[config.mk]
export PLATFORM = sky130hd
export DESIGN_NAME = hamd_update
export DESIGN_NICKNAME = d
export VERILOG_FILES = /design/src/rtl/hamd_pkg.sv /design/src/rtl/hamd_update.sv
export SDC_FILE = /design/constraint.sdc
export NUM_CORES = 1
export LEC_CHECK = 0
export BUFFER_PORTS_ARGS = -buffer_cell sky130_fd_sc_hd__buf_2
export CAP_MARGIN = 20
export CORE_MARGIN = 2
export CORE_UTILIZATION = 55
export CTS_BUF_LIST = sky130_fd_sc_hd__clkbuf_4
export CTS_CLUSTER_DIAMETER = 100
export DETAILED_ROUTE_END_ITERATION = 12
export PLACE_DENSITY = 0.87
export SLEW_MARGIN = 15
export SYNTH_ARGS = -nofsm -noshare
export SYNTH_HDL_FRONTEND = slang
export SYNTH_SLANG_ARGS = --single-unit
[constraint.sdc]
create_clock -name aclk -period 5.4 [get_ports aclk]
set_input_delay 0 -clock aclk [delete_from_list [all_inputs] [get_ports aclk]]
set_output_delay 0 -clock aclk [all_outputs]
set_load 0.01 [all_outputs]
[src/rtl/hamd_pkg.sv]
// Types, codes and constants of the hold-and-modify pixel decoder.
`timescale 1ns / 1ps
package hamd_pkg;

    localparam int TABLE_DEPTH_DEF = 256;

    // Half-brightness region of the palette
    localparam int EHB_BASE = 32;
    localparam int EHB_SIZE = 32;
    localparam int EHB_END  = 64;

    // Result queue depth
    localparam int OUT_DEPTH = 4;

    localparam logic [1:0] MODE_INDEXED = 2'd0;
    localparam logic [1:0] MODE_HAM6    = 2'd1;
    localparam logic [1:0] MODE_HAM8    = 2'd2;

    localparam logic CFG_COLOR_MODE = 1'b0;
    localparam logic CFG_EHB_ENABLE = 1'b1;

    localparam logic REQ_PIXEL = 1'b0;
    localparam logic REQ_WRITE = 1'b1;

    localparam logic [1:0] HAM_LOAD  = 2'd0;
    localparam logic [1:0] HAM_BLUE  = 2'd1;
    localparam logic [1:0] HAM_RED   = 2'd2;
    localparam logic [1:0] HAM_GREEN = 2'd3;

    typedef struct packed {
        logic [7:0] r;
        logic [7:0] g;
        logic [7:0] b;
    } rgb_t;

    typedef struct packed {
        logic       en;
        logic [7:0] idx;
        rgb_t       rgb;
    } pal_wr_t;

    typedef struct packed {
        logic       en;
        logic [7:0] addr;
    } pal_rd_t;

    function automatic rgb_t half_rgb(input rgb_t c);
        rgb_t h;
        h.r = {1'b0, c.r[7:1]};
        h.g = {1'b0, c.g[7:1]};
        h.b = {1'b0, c.b[7:1]};
        return h;
    endfunction

endpackage

[src/rtl/hamd_update.sv]
// Held colour register and the hold-and-modify update of one pixel.
`timescale 1ns / 1ps
module hamd_update import hamd_pkg::*; (
    input  logic       aclk,
    input  logic       aresetn,
    input  logic [1:0] color_mode,
    input  logic       pix_valid,
    input  logic [7:0] pix_code,
    input  logic       pix_fs,
    input  rgb_t       tbl_color,
    output rgb_t       pix_color
);

    rgb_t       held_reg;
    rgb_t       held_next;
    rgb_t       base;
    logic       ham_mode;
    logic       ham_on;
    logic [1:0] action;
    logic [7:0] wide;

    always_comb begin
        base = pix_fs ? '0 : held_reg;
        unique case (color_mode)
            MODE_HAM6: begin
                ham_mode = 1'b1;
                // codes above 63 keep the held colour
                ham_on   = (pix_code[7:6] == 2'b00);
                action   = pix_code[5:4];
                wide     = {pix_code[3:0], pix_code[3:0]};
            end
            MODE_HAM8: begin
                ham_mode = 1'b1;
                ham_on   = 1'b1;
                action   = pix_code[7:6];
                wide     = {pix_code[5:0], pix_code[5:4]};
            end
            default: begin
                ham_mode = 1'b0;
                ham_on   = 1'b0;
                action   = HAM_LOAD;
                wide     = '0;
            end
        endcase

        held_next = base;
        if (ham_mode && ham_on) begin
            case (action)
                HAM_LOAD:  held_next   = tbl_color;
                HAM_BLUE:  held_next.b = wide;
                HAM_RED:   held_next.r = wide;
                HAM_GREEN: held_next.g = wide;
                default:   held_next   = base;
            endcase
        end
        pix_color = ham_mode ? held_next : tbl_color;
    end

    always_ff @(posedge aclk) begin
        if (!aresetn) begin
            held_reg <= '0;
        end else if (pix_valid) begin
            held_reg <= held_next;
        end
    end

endmodule

; Word-level counts from Yosys, hierarchy flattened
; Index checks and enable logic that the tools add are counted.
[word_totals]
wordCells = 22
output_inout_bits = 24
input_bits = 38
regBits = 24
[op_classes]
n_mux = 10
n_reduce_logical = 4
n_eq_ne = 5
[ops]
columns = op, count
row1 = two-way mux 24 bit, 3
row2 = one-hot mux 8 bit (2 select lines), 4
row3 = == test 2 bit (second input constant), 3
row4 = == test 2 x 1 -> 1 bit (second input constant), 2
row5 = logical NOT 2 bit, 2
row6 = one-hot mux 2 bit (2 select lines), 1
row7 = one-hot mux 1 bit (2 select lines), 1
row8 = OR reduction 2 bit, 1
row9 = logical AND 1 bit, 1
row10 = two-way mux 1 bit, 1

; Depth between registers and ports, before layout
[logic_depth]
word_depth = 6
depth_mapped = 12
mapped_depth_nobuf = 10

; Worst setup path after synthesis
; No wires, ideal clock.
[synth_timing]
path_kind = input-to-output
start = input port color_mode[0]
end = output port pix_color[10] (netlist name)
arrival_time_ns = 2.539
stages = 10
n_path_buf = 3
required_ns = 5.400
slack_ns = 2.861
cell_sequence = inv_1 ha_1 buf_2 clkbuf_1 or2_2 ha_1 or4b_1 and3_1 clkbuf_1 a221o_1
[synth_lines]
columns = item, line
row1 = start: declaration, hamd_update.sv:6  ; input logic [1:0] color_mode,
row2 = end: declaration, hamd_update.sv:11  ; output rgb_t pix_color

==> key figures <==
Timing
  – Fin Hold WS: -4.716 ps
  – Relative slew slack: 0.3476
  – Min Tclk post-route: 3110 ps
  – RSZ-0062 raised after global routing: no
  – Final Skew: 0 ps
  – Fmax: 0.3215 GHz
  – Fin. Hold Viols: 1
  – # setup viols final: 0
  – Post-route setup TNS: 0 ps
  – Actual slew at the worst max-slew pin: 978.6 ps
  – Fin crit share: 0.5760
  – Pins Over Slew Limit: 0

Critical path
  – Required @ worst endpoint: 5400 ps
  – Crit end category: output port
  – RR Endpoint: held_reg[8]
  – Crit Path Class: input pin to output port
  – CP top delay family: adder cells
  – Crit-path slowest cell: ha_1
  – R2R Setup Slk: 4750 ps
  – CP Launch Type: input pin
  – CP Buf/Inv Count: 3
  – Crit-path max FO: 29
  – Worst R2R Path Depth: 1
  – Crit-path max cell delay: 810 ps
  – Reg2reg start: held_reg[8]
  – Crit-path cells: buf_2 -> inv_1 -> ha_1 -> or2_2 -> ha_1 -> nor2_1 -> o311a_1 -> a22oi_1 -> o21ai_0 -> buf_2
  – Worst EP arrival: 3110 ps

Min path
  – WHS Path Cells: 4
  – Hold Path End: held_reg[6]
  – Worst Hold Launch: tbl_color[6]
  – Worst min path class: input pin to flop

Clock network
  – Worst-path clk slew: 140 ps
  – Cts repair resizes: 0
  – CTS root buffer: clkbuf_4
  – Clock Tree Buf Depth: 2
  – CTS tree: yes
  – CTS sink count: 24
  – Clk Latency, worst-skew pair: 340 ps
  – CTS buffer count: 3
  – H-tree depth: 1

Global route
  – Pin count of the biggest net entering global routing: 30
  – Vias in the first global route: 1727
  – First-pass GRT wire length: 7962 um
  – GRT overflow: 0
  – Antenna violations before repair: 0
  – GR Util All Layers: 0.2897

Drt
  – Drt total wl: 5212 um
  – Detailed Routing Iterations Pass 1: 4
  – DR iter-0 viols: 160
  – DRC viols: 0
  – Via count: 2019
  – Vias/cell: 6.045
  – Post-DRT Antenna Nets: 0
  – WL per Instance: 15.60 um

Die
  – Die height: 60.90 um
  – # rows: 20
  – Core footprint: 0.003078 mm^2
  – I/O pin count: 62
  – Starting density of the core: 0.5785
  – Die area: 0.003708 mm^2
  – Width of the die: 60.90 um

Layout
  – Design area: 0.002190 mm^2
  – Largest register FFs: 24
  – Area growth, synth to finish: 22.98%
  – Layout Nets: 335
  – Most frequent cells in the layout: 61 x buf_2, 42 x o21ai_0, 36 x nand2_1, 24 x a22o_1, 24 x dfxtp_1
  – # diodes: 0
  – Commonest non-fill, non-tap cell in the layout: buf_2
  – Proportion of layout cells with a drive suffix above 1: 0.2414

Synthesis
  – Synth cell types: 31
  – Post-synth top area cell: dfxtp_1
  – Post-Syn Nets: 276
  – Post-Synthesis Cell Area: 0.001780 mm^2
  – Avg Synthesized Cell Area: 7.674 um^2
  – Sequential share of the synthesized area: 0.2699
  – Flops & latches, synth: 24
  – Syn Inst Count: 232
  – Synth warnings: 0
  – Top post-synthesis cells by area: dfxtp_1 27%, o21ai_0 12%, a22o_1 12%, nand2_1 7.6%, a22oi_1 7.2%
  – Synth top area share: 0.2699

Placed design
  – Placed cell area: 0.002097 mm^2
  – GP Congestion: 0.9511
  – Post-DP HPWL: 3647 um
  – I/O Buffers: 61

Power and ir drop
  – P_leak: 1.046 nW
  – Max IR drop VDD: 0.0001662 V
  – PwrDens: 213.0 mW/mm^2
  – Power, Total: 0.4665 mW

Job
  – Max cap viols: 0

Run status
  – Violated checks: negative hold slack
  – Status: complete, but fails checks
## final cells by class
type                            count  area, um^2
Clock buffer                        3       22.52
Clock inverter                      1       30.03
Fill cell                         264       888.4
Inverter                            7       26.28
Multi-Input combinational cell    189        1222
Sequential cell                    24       480.5
Tap cell                           44       55.05
Timing Repair Buffer               66       352.8
## cells by family after synthesis
logic type / Yosys count / synth area share
adders and majority gates: 6 / 0.04216
buffers and inverters: 19 / 0.04357
DFF: 24 / 0.2699
AOI/OAI and AO/OA: 105 / 0.4153
muxes: 8 / 0.04498
and+or+nand+nor: 70 / 0.1841
## Yosys cell counts
cell type	count
o21ai_0	42
nand2_1	36
a22o_1	24
dfxtp_1	24
a22oi_1	17
nor2_1	12
clkbuf_1	9
nor2b_1	9
a221o_1	8
mux2i_1	8
inv_1	7
nand2b_1	7
ha_1	6
a211oi_1	2
a21o_1	2
a21oi_1	2
buf_2	2
o22ai_1	2
a211oi_4	1
a31o_2	1
and2_1	1
and3_1	1
buf_4	1
nand3b_1	1
o21a_1	1
o21ai_1	1
o311a_1	1
o31ai_1	1
or2_2	1
or3b_4	1
or4b_1	1
## metal layers
layer,track usage,part of all wire,routed length (um)
met3,0.06823,0.095,495
met4,0.1398,0.031,162
met5,0,0,0
met2,0.4347,0.47,2439
met1,0.3907,0.41,2115
## where the power goes
| group | switching (mW) | total [mW] | internal, mW |
|---|---|---|---|
| Clock | 0.0607 | 0.136 | 0.0752 |
| Sequential | 0.00213 | 0.183 | 0.181 |
| Combinational | 0.0893 | 0.147 | 0.0582 |
| Total | 0.152 | 0.466 | 0.314 |
## how the worst max path moves through the flow
stage | start | endpoint | slack [ps] | cells past startpoint
after global placement | color_mode[0] | pix_color[3] | 2430 | 10
final | color_mode[0] | pix_color[7] | 2290 | 10
after detailed placement | color_mode[0] | pix_color[3] | 2340 | 10
after global routing | color_mode[0] | pix_color[6] | 2040 | 10
after floorplan | color_mode[0] | pix_color[10] | 2860 | 10
after CTS | color_mode[0] | pix_color[3] | 2330 | 10
## per-stage QoR
step	setup WS [ps]	util	hold slack, ps	std cells
after detailed placement	2342	0.6813	311.1	326
after floorplan	2861	-	158.5	232
final	2290	0.7114	-4.716	334
after CTS	2327	0.7114	0.1333	334
after global routing	2044	0.7114	10.94	334
after global placement	2433	0.6813	304.9	326
## repair_timing
item                      4_1_cts  5_1_grt
hold buffers                    4        0
hold endpoints to repair        4        0
buffers inserted                0        0
Note: power is estimated with default switching activity, not from simulation.
