<file path="config.mk">
export PLATFORM = sky130hd
export DESIGN_NAME = hamd_out_fifo
export DESIGN_NICKNAME = d
export VERILOG_FILES = /design/src/rtl/hamd_pkg.sv /design/src/rtl/hamd_out_fifo.sv
export SDC_FILE = /design/constraint.sdc
export NUM_CORES = 1
export LEC_CHECK = 0
export BUFFER_PORTS_ARGS = -buffer_cell sky130_fd_sc_hd__buf_4
export CAP_MARGIN = 20
export CORE_UTILIZATION = 45
export DETAILED_ROUTE_END_ITERATION = 7
export PLACE_DENSITY = 0.65
export SYNTH_ARGS = -nofsm -noshare
export SYNTH_HDL_FRONTEND = slang
export SYNTH_SLANG_ARGS = --single-unit
</file>
<file path="constraint.sdc">
create_clock -name aclk -period 4.6 [get_ports aclk]
set_clock_uncertainty 0.05 [all_clocks]
set_input_delay 0.23 -clock aclk [delete_from_list [all_inputs] [get_ports aclk]]
set_output_delay 0.23 -clock aclk [all_outputs]
set_load 0.01 [all_outputs]
</file>
<file path="src/rtl/hamd_pkg.sv">
// Types, codes and constants of the hold-and-modify pixel decoder.
`timescale 1ns / 1ps
package hamd_pkg;

    localparam int TABLE_DEPTH_DEF = 256;

    // Half-brightness region of the palette
    localparam int EHB_BASE = 32;
    localparam int EHB_SIZE = 32;
    localparam int EHB_END  = 64;

    // Result queue depth
    localparam int OUT_DEPTH = 4;

    localparam logic [1:0] MODE_INDEXED = 2'd0;
    localparam logic [1:0] MODE_HAM6    = 2'd1;
    localparam logic [1:0] MODE_HAM8    = 2'd2;

    localparam logic CFG_COLOR_MODE = 1'b0;
    localparam logic CFG_EHB_ENABLE = 1'b1;

    localparam logic REQ_PIXEL = 1'b0;
    localparam logic REQ_WRITE = 1'b1;

    localparam logic [1:0] HAM_LOAD  = 2'd0;
    localparam logic [1:0] HAM_BLUE  = 2'd1;
    localparam logic [1:0] HAM_RED   = 2'd2;
    localparam logic [1:0] HAM_GREEN = 2'd3;

    typedef struct packed {
        logic [7:0] r;
        logic [7:0] g;
        logic [7:0] b;
    } rgb_t;

    typedef struct packed {
        logic       en;
        logic [7:0] idx;
        rgb_t       rgb;
    } pal_wr_t;

    typedef struct packed {
        logic       en;
        logic [7:0] addr;
    } pal_rd_t;

    function automatic rgb_t half_rgb(input rgb_t c);
        rgb_t h;
        h.r = {1'b0, c.r[7:1]};
        h.g = {1'b0, c.g[7:1]};
        h.b = {1'b0, c.b[7:1]};
        return h;
    endfunction

endpackage

</file>
<file path="src/rtl/hamd_out_fifo.sv">
// Small result queue between the decode stage and the output port.
`timescale 1ns / 1ps
module hamd_out_fifo import hamd_pkg::*; (
    input  logic                           aclk,
    input  logic                           aresetn,
    input  logic                           push,
    input  rgb_t                           push_data,
    input  logic                           pop_ready,
    output logic                           out_valid,
    output rgb_t                           out_data,
    output logic [$clog2(OUT_DEPTH+1)-1:0] count
);

    localparam int PTR_W = $clog2(OUT_DEPTH);
    localparam int CNT_W = $clog2(OUT_DEPTH + 1);

    rgb_t             slot_reg [OUT_DEPTH];
    logic [PTR_W-1:0] wr_ptr_reg;
    logic [PTR_W-1:0] rd_ptr_reg;
    logic [CNT_W-1:0] cnt_reg;
    logic [CNT_W-1:0] cnt_next;
    logic             pop;

    assign out_valid = (cnt_reg != '0);
    assign out_data  = slot_reg[rd_ptr_reg];
    assign count     = cnt_reg;
    assign pop       = out_valid && pop_ready;

    always_comb begin
        cnt_next = cnt_reg;
        if (push && !pop) begin
            cnt_next = cnt_reg + CNT_W'(1);
        end else if (pop && !push) begin
            cnt_next = cnt_reg - CNT_W'(1);
        end
    end

    always_ff @(posedge aclk) begin
        if (!aresetn) begin
            wr_ptr_reg <= '0;
            rd_ptr_reg <= '0;
            cnt_reg    <= '0;
        end else begin
            cnt_reg <= cnt_next;
            if (push) begin
                wr_ptr_reg <= wr_ptr_reg + PTR_W'(1);
            end
            if (pop) begin
                rd_ptr_reg <= rd_ptr_reg + PTR_W'(1);
            end
        end
    end

    always_ff @(posedge aclk) begin
        if (push) begin
            slot_reg[wr_ptr_reg] <= push_data;
        end
    end

endmodule

</file>
-- After elaboration in Yosys (flattened, before gate mapping)
Memories as Yosys holds them, arrays and structs flattened. A register that Yosys moved wholly into a read port is not among the register bits.
Cells that the tools add are included.
W data, S select, Z words.
- register bits after elaboration: 7
- bits in latches: 0
- RAM bits: 96
- memory bits (read-only): 0
- bits of input ports: 28
- output and inout bits: 28
- memories kept: 1
- memories (name ; words ; bits a word ; read ports ; clocked after Yosys merged registers in ; write ports ; line ; RTL):
    slot_reg ; 4 ; 24 ; 1 ; 1 ; 1 ; hamd_out_fifo.sv:17 ; rgb_t slot_reg [OUT_DEPTH];
- add/sub/neg operators: 4
- multiply operators: 0
- div/mod/pow operators: 0
- magnitude comparators: 0
- eq/ne operators: 0
- shift-type cells: 0
- mux-type cells: 6
- bitwise logic cells: 0
- reduce and logical (&&, ||, !) cells: 7
- operator list (cell ; count):
    $mux W3 ; 2
    $add A2 B1 Y2 const B ; 2
    $mux W2 ; 2
    $add A3 B1 Y3 const B ; 1
    $logic_and A1 B1 Y1 ; 3
    $reduce_bool A3 Y1 ; 1
    $sub A3 B1 Y3 const B ; 1
    $logic_not A1 Y1 ; 2
    $mux W1 ; 2
    $reduce_bool A2 Y1 ; 1

-- Logic depth before layout (Yosys ltp)
Gate-level depths: netlist (run 1).
- depth in word-level cells: 5
- mapped depth: 7
- depth with buffers taken out: 7

-- Least setup slack after synthesis (run 1)
No wires, ideal clock.
- path type: reg-to-reg
- from: register cnt_reg[1], in the netlist count[1]
- to: register cnt_reg[2], in the netlist count[2]
- library setup time: 76 ps
- data arrival time: 1876 ps
- data required time: 4474 ps
- slack: 2598 ps
- cell stages (with the launch flop): 8
- path buffers: 0
- cells stage by stage: dfxtp_1 o31ai_4 ha_1 inv_1 fa_1 xor2_1 or3_1 a21boi_0
- word-level cells in the longest chain between the ends: 5
- elaborated cells on any way between the ends: 10
- classes of those cells: add/sub (2); mux (2); reduce/logical (6)
- RTL lines (item ; line ; RTL):
    start, declared ; hamd_out_fifo.sv:20 ; logic [CNT_W-1:0] cnt_reg;
    start signal, assigned ; hamd_out_fifo.sv:44 ; cnt_reg <= cnt_next;
    branches (longest 5 deep; another with $sub A3 B1 Y3) ; n/a ;
Several ways; the timed one is not identified. The select of a mux whose other input is x is not followed.
A chain may end at the register's enable or synchronous reset.

==> flow_summary.ini, run 1 <==
[grt]
antenna_found_initial = 0
grt_max_degree = 25
grt_pass1_wl_um = 9250
first_global_vias = 1810
grt-ovfl-total = 0
track_usage_pct = 14.4

[die]
core_um2 = 8380
start_util_pct = 47.4
die_y_um = 96.0
die_x_um = 96.0
row_count = 33
die_area_um2 = 9210
ios = 56

[detailed_routing]
first_pass_iters = 4
vias = 1781
drtAntennaViolNets = 0
drc_errors = 0
wl_per_cell_um = 17.8
drt_iter0_markers = 110
routed_wirelength_um = 6100
viasPerCell = 5.19

[synthesis]
postSynthCellCount = 168
synth.distinct_cells = 21
avgSynthCellArea_um2 = 23.6
synth_top_cell_by_area = edfxtp_1
yosysWarnings = 0
synth_fp_nets = 202
ys_seq_area_share_pct = 77.1
synth-seq-cells = 105
synth_top_area_share_pct = 72.6
yosys-top-cells-area = edfxtp_1 73%, mux4_2 11%, dfxtp_1 4.5%, mux4_1 2.6%, ha_1 1.6%
syn_area_um2 = 3970

[power]
ir_worst_vdd_mv = 0.336
p_clk_share_pct = 23.9
comb_power_share_pct = 23.2
p_sw_mw = 0.581
power.static_leakage_nw = 1.61
power_frac_seq_pct = 53.0
p_sw_share_pct = 25.7
p_total_mw = 2.26
p_per_area_nw_per_um2 = 484
power.internal_mw = 1.68

[clock_network]
clockBufferDepth = 2
cts.sinks = 105
cts_tree = built
htree_levels = 3
numCtsBuffers = 9
root_buffer = clkbuf_8
post_cts_buffers = 0
cts.hold.buffers_added = 0
clock_latency_ns = 0.35
post_cts_resized = 0
path_clk_slew_ns = 0.09

[sta]
fin_crit_sh_pct = 51.8
rsz0062_at_grt = false
period_needed_ns = 2.38
setup_tns_ns = 0
final-hold-violation-count = 0
holdWs_ns = 0.0171
setup_viol = 0
fmax_mhz = 420
worstMarginPinSlew_ns = 0.870
drv_slew = 0
maxSlewHeadroom_pct = 42.0

[cells_and_area]
largest_reg_flops = 96
diodes = 0
fin_util_pct = 55.8
nNetsFinal = 267
drive_gt1_share_pct = 40.8
final_common_cell = edfxtp_1
mostFrequentLayoutCells = 96 x edfxtp_1, 60 x buf_4, 20 x mux4_2
multiInputGateArea_um2 = 833
syn_to_final_growth_pct = 17.7
fin_area_um2 = 4680
regArea_um2 = 3060
n_fill_cell = 635

[flow_run]
cap_violations = 0

[worst_setup_path]
worstPathArrival_ns = 2.10
crit_type = reg2out
crit_path_end_kind = primary output
crit_required_ns = 4.32
reg2reg_depth = 7
start_kind = register
r2r_end = count[2]$_SDFFE_PN0P_
rrSetupSlack_ns = 2.49
r2r-start = count[1]$_SDFFE_PN0P_
cp_max_fo = 24

[placed_design]
place_area_um2 = 4490
port-buffer-count = 55
gp_congestion = 0.627
dp_hpwl_um = 3840

[worst_hold_path]
holdPathEnd = slot_reg[0][9]$_DFFE_PP_
whs_path_depth = 1
min_from = push_data[9]
hold_class = in2reg

[outcome]
outcome = complete, no violations
==> layer usage <==
layer  part of all wire [%]  vias up  track usage, %
met1                     45      911            19.5
met5                      0        -               0
met4                    1.7        0            6.34
li1                       -      817               -
met2                     50       42            22.6
met3                    3.9       11            3.08
==> cells by family (layout without fill, tap and decap cells) <==
family                     count (synthesis)  after routing  share of synthesized area (%)
DFF                                      105            105                           77.1
muxes                                     26             26                           14.5
and+or+nand+nor                           13             13                           2.05
buffers and inverters                      9             79                           1.92
adders and majority gates                  6              6                           2.08
xor gates and xnor gates                   5              5                           1.10
AOI/OAI and AO/OA                          4              4                           1.26
==> final cells by class <==
type	count	area share (%)
flip-flops and latches	105	65.5
multi-input cells	54	17.8
repair buffers	60	9.63
well taps	105	2.81
clock buffers	10	2.73
clock inverters	6	1.23
inverters	3	0.241
==> worst max-delay path: stages (launching register included) <==
cell and delay (ns):
dfxtp_2 0.91, mux4_1 0.67, buf_4 0.16
==> stage by stage <==
step           worst slack (ns)  cells
3_5_place_dp               2.52    327
6_report                   2.22    343
5_1_grt                    2.10    343
2_1_floorplan              2.60    168
3_3_place_gp               2.55    327
4_1_cts                    2.13    343
==> synthesized netlist by cell type <==
cell      number
mux4_2        20
inv_1          3
o31ai_4        1
fa_1           1
buf_12         2
mux2i_1        2
o311ai_2       1
xor2_1         2
dfxtp_1        9
mux4_1         4
edfxtp_1      96
buf_2          2
a21boi_0       1
or3_1          2
buf_6          1
o21ai_0        1
and2_1         9
ha_1           5
clkbuf_1       1
nor2b_1        2
xnor2_1        3
==> power groups by stage <==
stage	combinational, mW	sequential [mW]	clock [mW]
6_report	0.524	1.20	0.540
5_1_grt	0.564	1.21	0.588
4_1_cts	0.536	1.21	0.554
3_5_place_dp	0.533	1.23	0
3_3_place_gp	0.528	1.22	0
2_1_floorplan	0.400	1.16	0
==> worst max path at each step <==
stage                          startpoint                    end  slack [ns]  cells past startpoint
floorplan           count[1]$_SDFFE_PN0P_  count[2]$_SDFFE_PN0P_        2.60                      7
global placement                 register           out_data[23]        2.55                      2
detailed placement  count[1]$_SDFFE_PN0P_  count[2]$_SDFFE_PN0P_        2.52                      7
CTS                              register           out_data[16]        2.13                      2
global route                     register           out_data[15]        2.10                      2
finish                           register           out_data[16]        2.22                      2
(Power assumes the default switching activity.)
==> run 2, diff against run 1 <==
==> constraint.sdc (replaced) <==
create_clock -name aclk -period 2.22 [get_ports aclk]
set_clock_uncertainty 0.05 [all_clocks]
set_input_delay 0.111 -clock aclk [delete_from_list [all_inputs] [get_ports aclk]]
set_output_delay 0.111 -clock aclk [all_outputs]
set_load 0.01 [all_outputs]
==> flow_summary.ini, run 2 (synthesis results as in run 1) <==
[cells_and_area]
n_fill_cell = 622
syn_to_final_growth_pct = 25.2
nNetsFinal = 299
diodes = 0
mostFrequentLayoutCells = 96 x edfxtp_1, 66 x buf_4, 25 x dlygate4sd3_1
largest_reg_flops = 96
drive_gt1_share_pct = 38.5
final_common_cell = edfxtp_1
fin_util_pct = 59.4

[worst_setup_path]
crit_required_ns = 2.46
start_kind = register
max_stage_delay_ns = 0.40
cp_slowest_cell = dfxtp_1
path_cells = o31ai_4 > ha_1 > inv_1 > fa_1 > xor2_1 > or3_1 > a21boi_0
crit_type = reg2reg
rrSetupSlack_ns = 0.13
worstPathArrival_ns = 2.32
reg2reg_depth = 7
r2r-start = count[1]$_SDFFE_PN0P_
crit_path_end_kind = register
cp_max_fo = 6
r2r_end = count[2]$_SDFFE_PN0P_

[sta]
final-hold-violation-count = 0
period_needed_ns = 2.09
drv_slew = 0
fin_crit_sh_pct = 94.0
finalWorstSetupSlack_ns = 0.133
fmax_mhz = 479
setup_viol = 0
worstMarginPinSlew_ns = 0.428
holdWs_ns = 0.0530
maxSlewHeadroom_pct = 71.5
rsz0062_at_grt = false
setup_tns_ns = 0

[clock_network]
post_cts_resized = 0
path_clk_slew_ns = 0.09
clock_latency_ns = 0.35
root_buffer = clkbuf_8
numCtsBuffers = 9
clockBufferDepth = 2
htree_levels = 3
cts.sinks = 105
cts_tree = built

[detailed_routing]
drtAntennaViolNets = 0
wl_per_cell_um = 16.8
first_pass_iters = 4
vias = 1883
routed_wirelength_um = 6300
drt_iter0_markers = 82
viasPerCell = 5.02
drc_errors = 0

[die]
die_y_um = 96.0
die_area_um2 = 9210
ios = 56
row_count = 33
core_um2 = 8380
start_util_pct = 47.4
die_x_um = 96.0

[worst_hold_path]
min_from = push
hold_class = in2reg
whs_path_depth = 3
holdPathEnd = wr_ptr_reg[1]$_SDFFE_PN0P_

[placed_design]
dp_hpwl_um = 3990
gp_congestion = 0.690
dp_slack_ns = 0.128
port-buffer-count = 55

[power]
p_total_mw = 4.68
power.static_leakage_nw = 1.74
ir_worst_vdd_mv = 0.471
p_per_area_nw_per_um2 = 940

[outcome]
outcome = complete, no violations

[grt]
grt-ovfl-total = 0
track_usage_pct = 14.9
grt_max_degree = 25
use_met3_pct = 3.79
grt_util_met2_pct = 24.3
antenna_found_initial = 0
grt_pass1_wl_um = 9570
first_global_vias = 1898
met1_usage_pct = 19.2
top_usage_layer = met2

[flow_run]
cap_violations = 0
-- run 2: cell count changes in the layout (fill, tap and decap cells not counted) --
cell,delta
buf_12,+1
bufinv_16,-1
dlygate4sd3_1,+25
clkinv_2,-2
clkinvlp_4,+2
buf_4,+6
inv_6,+1
-- run 2: through the flow --
step	std cells	area (µm²)
floorplan	168	3970
global placement	334	4560
detailed placement	334	4560
CTS	375	4970
global route	375	4970
finish	375	4970
-- run 2: how the worst max path moves through the flow --
stage | endpoint | start
6_report | count[2]$_SDFFE_PN0P_ | count[1]$_SDFFE_PN0P_
5_1_grt | count[2]$_SDFFE_PN0P_ | count[1]$_SDFFE_PN0P_
4_1_cts | count[2]$_SDFFE_PN0P_ | count[1]$_SDFFE_PN0P_
3_5_place_dp | count[2]$_SDFFE_PN0P_ | count[1]$_SDFFE_PN0P_
3_3_place_gp | count[2]$_SDFFE_PN0P_ | count[1]$_SDFFE_PN0P_
2_1_floorplan | count[2]$_SDFFE_PN0P_ | count[1]$_SDFFE_PN0P_
-- run 2: report_power, final --
part | internal [mW] | switching [mW]
sequential | 2.29 | 0.0654
clock | 0.411 | 0.615
combinational | 0.743 | 0.550
-- run 2: cell type report --
cell class              instances  area, µm²  area share [%]
flip-flops and latches        105       3060            61.6
multi-input cells              54        833            16.8
repair buffers                 92        766            15.4
well taps                     105        131            2.64
clock buffers                  10        128            2.57
clock inverters                 6       41.3           0.830
inverters                       3       11.3           0.226
-- run 2: per-layer routing --
layer | part of all wire (%) | routed length, µm | vias to the layer above
met2 | 52 | 3240 | 37
li1 | - | - | 885
met3 | 3.3 | 208 | 7
met5 | 0 | 0 | -
met4 | 1.3 | 81 | 0
met1 | 44 | 2760 | 954
-- run 2: what timing repair did --
| item | 4_1_cts | 5_1_grt |
|---|---|---|
| endpoints found under the hold margin | 105 | 0 |
| hold buffers | 25 | 0 |
| buffers inserted | 0 | 0 |
-- run 2: worst max-delay path: cells and delay by family (launching register included) --
family / cells / cell delay, ns
fa+ha+maj: 2 / 0.60
compound gates: 2 / 0.46
flops: 1 / 0.40
simple gates: 1 / 0.30
xor+xnor: 1 / 0.15
buf+inv: 1 / 0.06
==> run 3, diff against run 2 <==
--- a/config.mk
+++ b/config.mk
@@ -6,7 +6,8 @@
 export NUM_CORES = 1
 export LEC_CHECK = 0
 export BUFFER_PORTS_ARGS = -buffer_cell sky130_fd_sc_hd__buf_4
-export CAP_MARGIN = 20
+export CAP_MARGIN = 25
+export CORE_MARGIN = 2
 export CORE_UTILIZATION = 45
 export DETAILED_ROUTE_END_ITERATION = 7
 export PLACE_DENSITY = 0.65
==> flow_summary.ini, run 3 (synthesis results as in run 1) <==
[outcome]
outcome = complete, no violations

[clock_network]
post_cts_resized = 0
path_clk_slew_ns = 0.08
clockBufferDepth = 2
cts.hold.buffers_added = 25
post_cts_buffers = 0
cts.sinks = 105
clock_latency_ns = 0.34
numCtsBuffers = 9
htree_levels = 3
cts_tree = built
root_buffer = clkbuf_8

[power]
p_per_area_nw_per_um2 = 936
p_total_mw = 4.65
ir_worst_vdd_mv = 0.492
power.static_leakage_nw = 1.73

[cells_and_area]
nNetsFinal = 298
syn_to_final_growth_pct = 24.9
finalNonFillerCells = 376
fin_util_pct = 57.5
mostFrequentLayoutCells = 96 x edfxtp_1, 65 x buf_4, 25 x dlygate4sd3_1
drive_gt1_share_pct = 37.7
diodes = 0
fin_area_um2 = 4960
final_common_cell = edfxtp_1
n_fill_cell = 669
largest_reg_flops = 96

[sta]
final-hold-violation-count = 0
fin_crit_sh_pct = 93.9
fmax_mhz = 480
worstMarginPinSlew_ns = 0.345
period_needed_ns = 2.08
setup_tns_ns = 0
drv_slew = 0
maxSlewHeadroom_pct = 77.0
setup_viol = 0
rsz0062_at_grt = false

[die]
die_x_um = 98.0
start_util_pct = 46.0
row_count = 34
ios = 56
die_area_um2 = 9600
core_um2 = 8640
die_y_um = 98.0

[worst_hold_path]
holdPathEnd = wr_ptr_reg[1]$_SDFFE_PN0P_
whs_path_depth = 3
min_from = push
hold_class = in2reg

[worst_setup_path]
start_kind = register
cp_slowest_cell = dfxtp_1
worstPathArrival_ns = 2.31
r2r-start = count[1]$_SDFFE_PN0P_
reg2reg_depth = 7
r2r_end = count[2]$_SDFFE_PN0P_
cp_max_fo = 6
crit_type = reg2reg
max_stage_delay_ns = 0.40
rrSetupSlack_ns = 0.14
crit_required_ns = 2.45
crit_path_end_kind = register
path_cells = o31ai_4 > ha_1 > inv_1 > fa_1 > xor2_1 > or3_1 > a21boi_0

[placed_design]
gp_congestion = 0.677
place_area_um2 = 4550
dp_hpwl_um = 4200
place_inst = 336
port-buffer-count = 55

[grt]
grt_max_degree = 25
grt_pass1_wl_um = 10300
antenna_found_initial = 0
grt-ovfl-total = 0
track_usage_pct = 14.4
first_global_vias = 1995

[detailed_routing]
routed_wirelength_um = 6480
vias = 1884
wl_per_cell_um = 17.2
first_pass_iters = 4
drtAntennaViolNets = 0
drc_errors = 0
viasPerCell = 5.01
drt_iter0_markers = 78

[flow_run]
cap_violations = 0
run 3: changes by cell type in the layout (fill, tap and decap cells not counted):
cell        before  now
buf_4           66   65
clkinv_2         1    0
inv_6            2    0
clkinv_4         0    2
clkbuf_1         1    0
clkinvlp_4       2    1
clkinv_1         1    3
run 3: power breakdown:
| part | internal [mW] | switching, mW | leakage, nW |
|---|---|---|---|
| combinational | 0.752 | 0.510 | 0.696 |
| clock | 0.394 | 0.584 | 0.0778 |
| sequential | 2.29 | 0.113 | 0.956 |
| total | 3.44 | 1.21 | 1.73 |
run 3: how the worst max path moves through the flow:
stage	start	end	slack, ns	depth (start not counted)
floorplan	count[1]$_SDFFE_PN0P_	count[2]$_SDFFE_PN0P_	0.22	7
global placement	count[1]$_SDFFE_PN0P_	count[2]$_SDFFE_PN0P_	0.19	7
detailed placement	count[1]$_SDFFE_PN0P_	count[2]$_SDFFE_PN0P_	0.14	7
CTS	count[1]$_SDFFE_PN0P_	count[2]$_SDFFE_PN0P_	0.12	7
global route	count[0]$_SDFFE_PN0P_	count[2]$_SDFFE_PN0P_	0.003	7
finish	count[1]$_SDFFE_PN0P_	count[2]$_SDFFE_PN0P_	0.14	7
run 3: per-layer routing:
metal / global-route usage (%) / vias up / wire [µm]
met1: 17.1 / 955 / 2640
li1: - / 881 / -
met4: 4.17 / 0 / 31
met3: 5.37 / 4 / 271
met5: 0 / - / 0
met2: 24.8 / 44 / 3530
run 3: cell type report:
class | count | area, µm² | area share, %
clock buffers | 9 | 124 | 2.50
clock inverters | 6 | 36.3 | 0.731
inverters | 3 | 11.3 | 0.227
multi-input cells | 54 | 833 | 16.8
flip-flops and latches | 105 | 3060 | 61.7
well taps | 108 | 135 | 2.72
repair buffers | 91 | 758 | 15.3
run 3: per-stage QoR:
stage               setup WS [ns]  hold slack (ns)
floorplan                   0.218            0.160
global placement            0.194            0.263
detailed placement          0.137            0.265
CTS                         0.115           0.0304
global route              0.00253           0.0520
finish                      0.136           0.0433
run 3: critical path: cells and delay by family (launching register included):
| kind | cells | cell delay [ns] |
|---|---|---|
| flops | 1 | 0.40 |
| compound gates | 2 | 0.46 |
| xor+xnor | 1 | 0.16 |
| fa+ha+maj | 2 | 0.59 |
| simple gates | 1 | 0.30 |
| buf+inv | 1 | 0.06 |
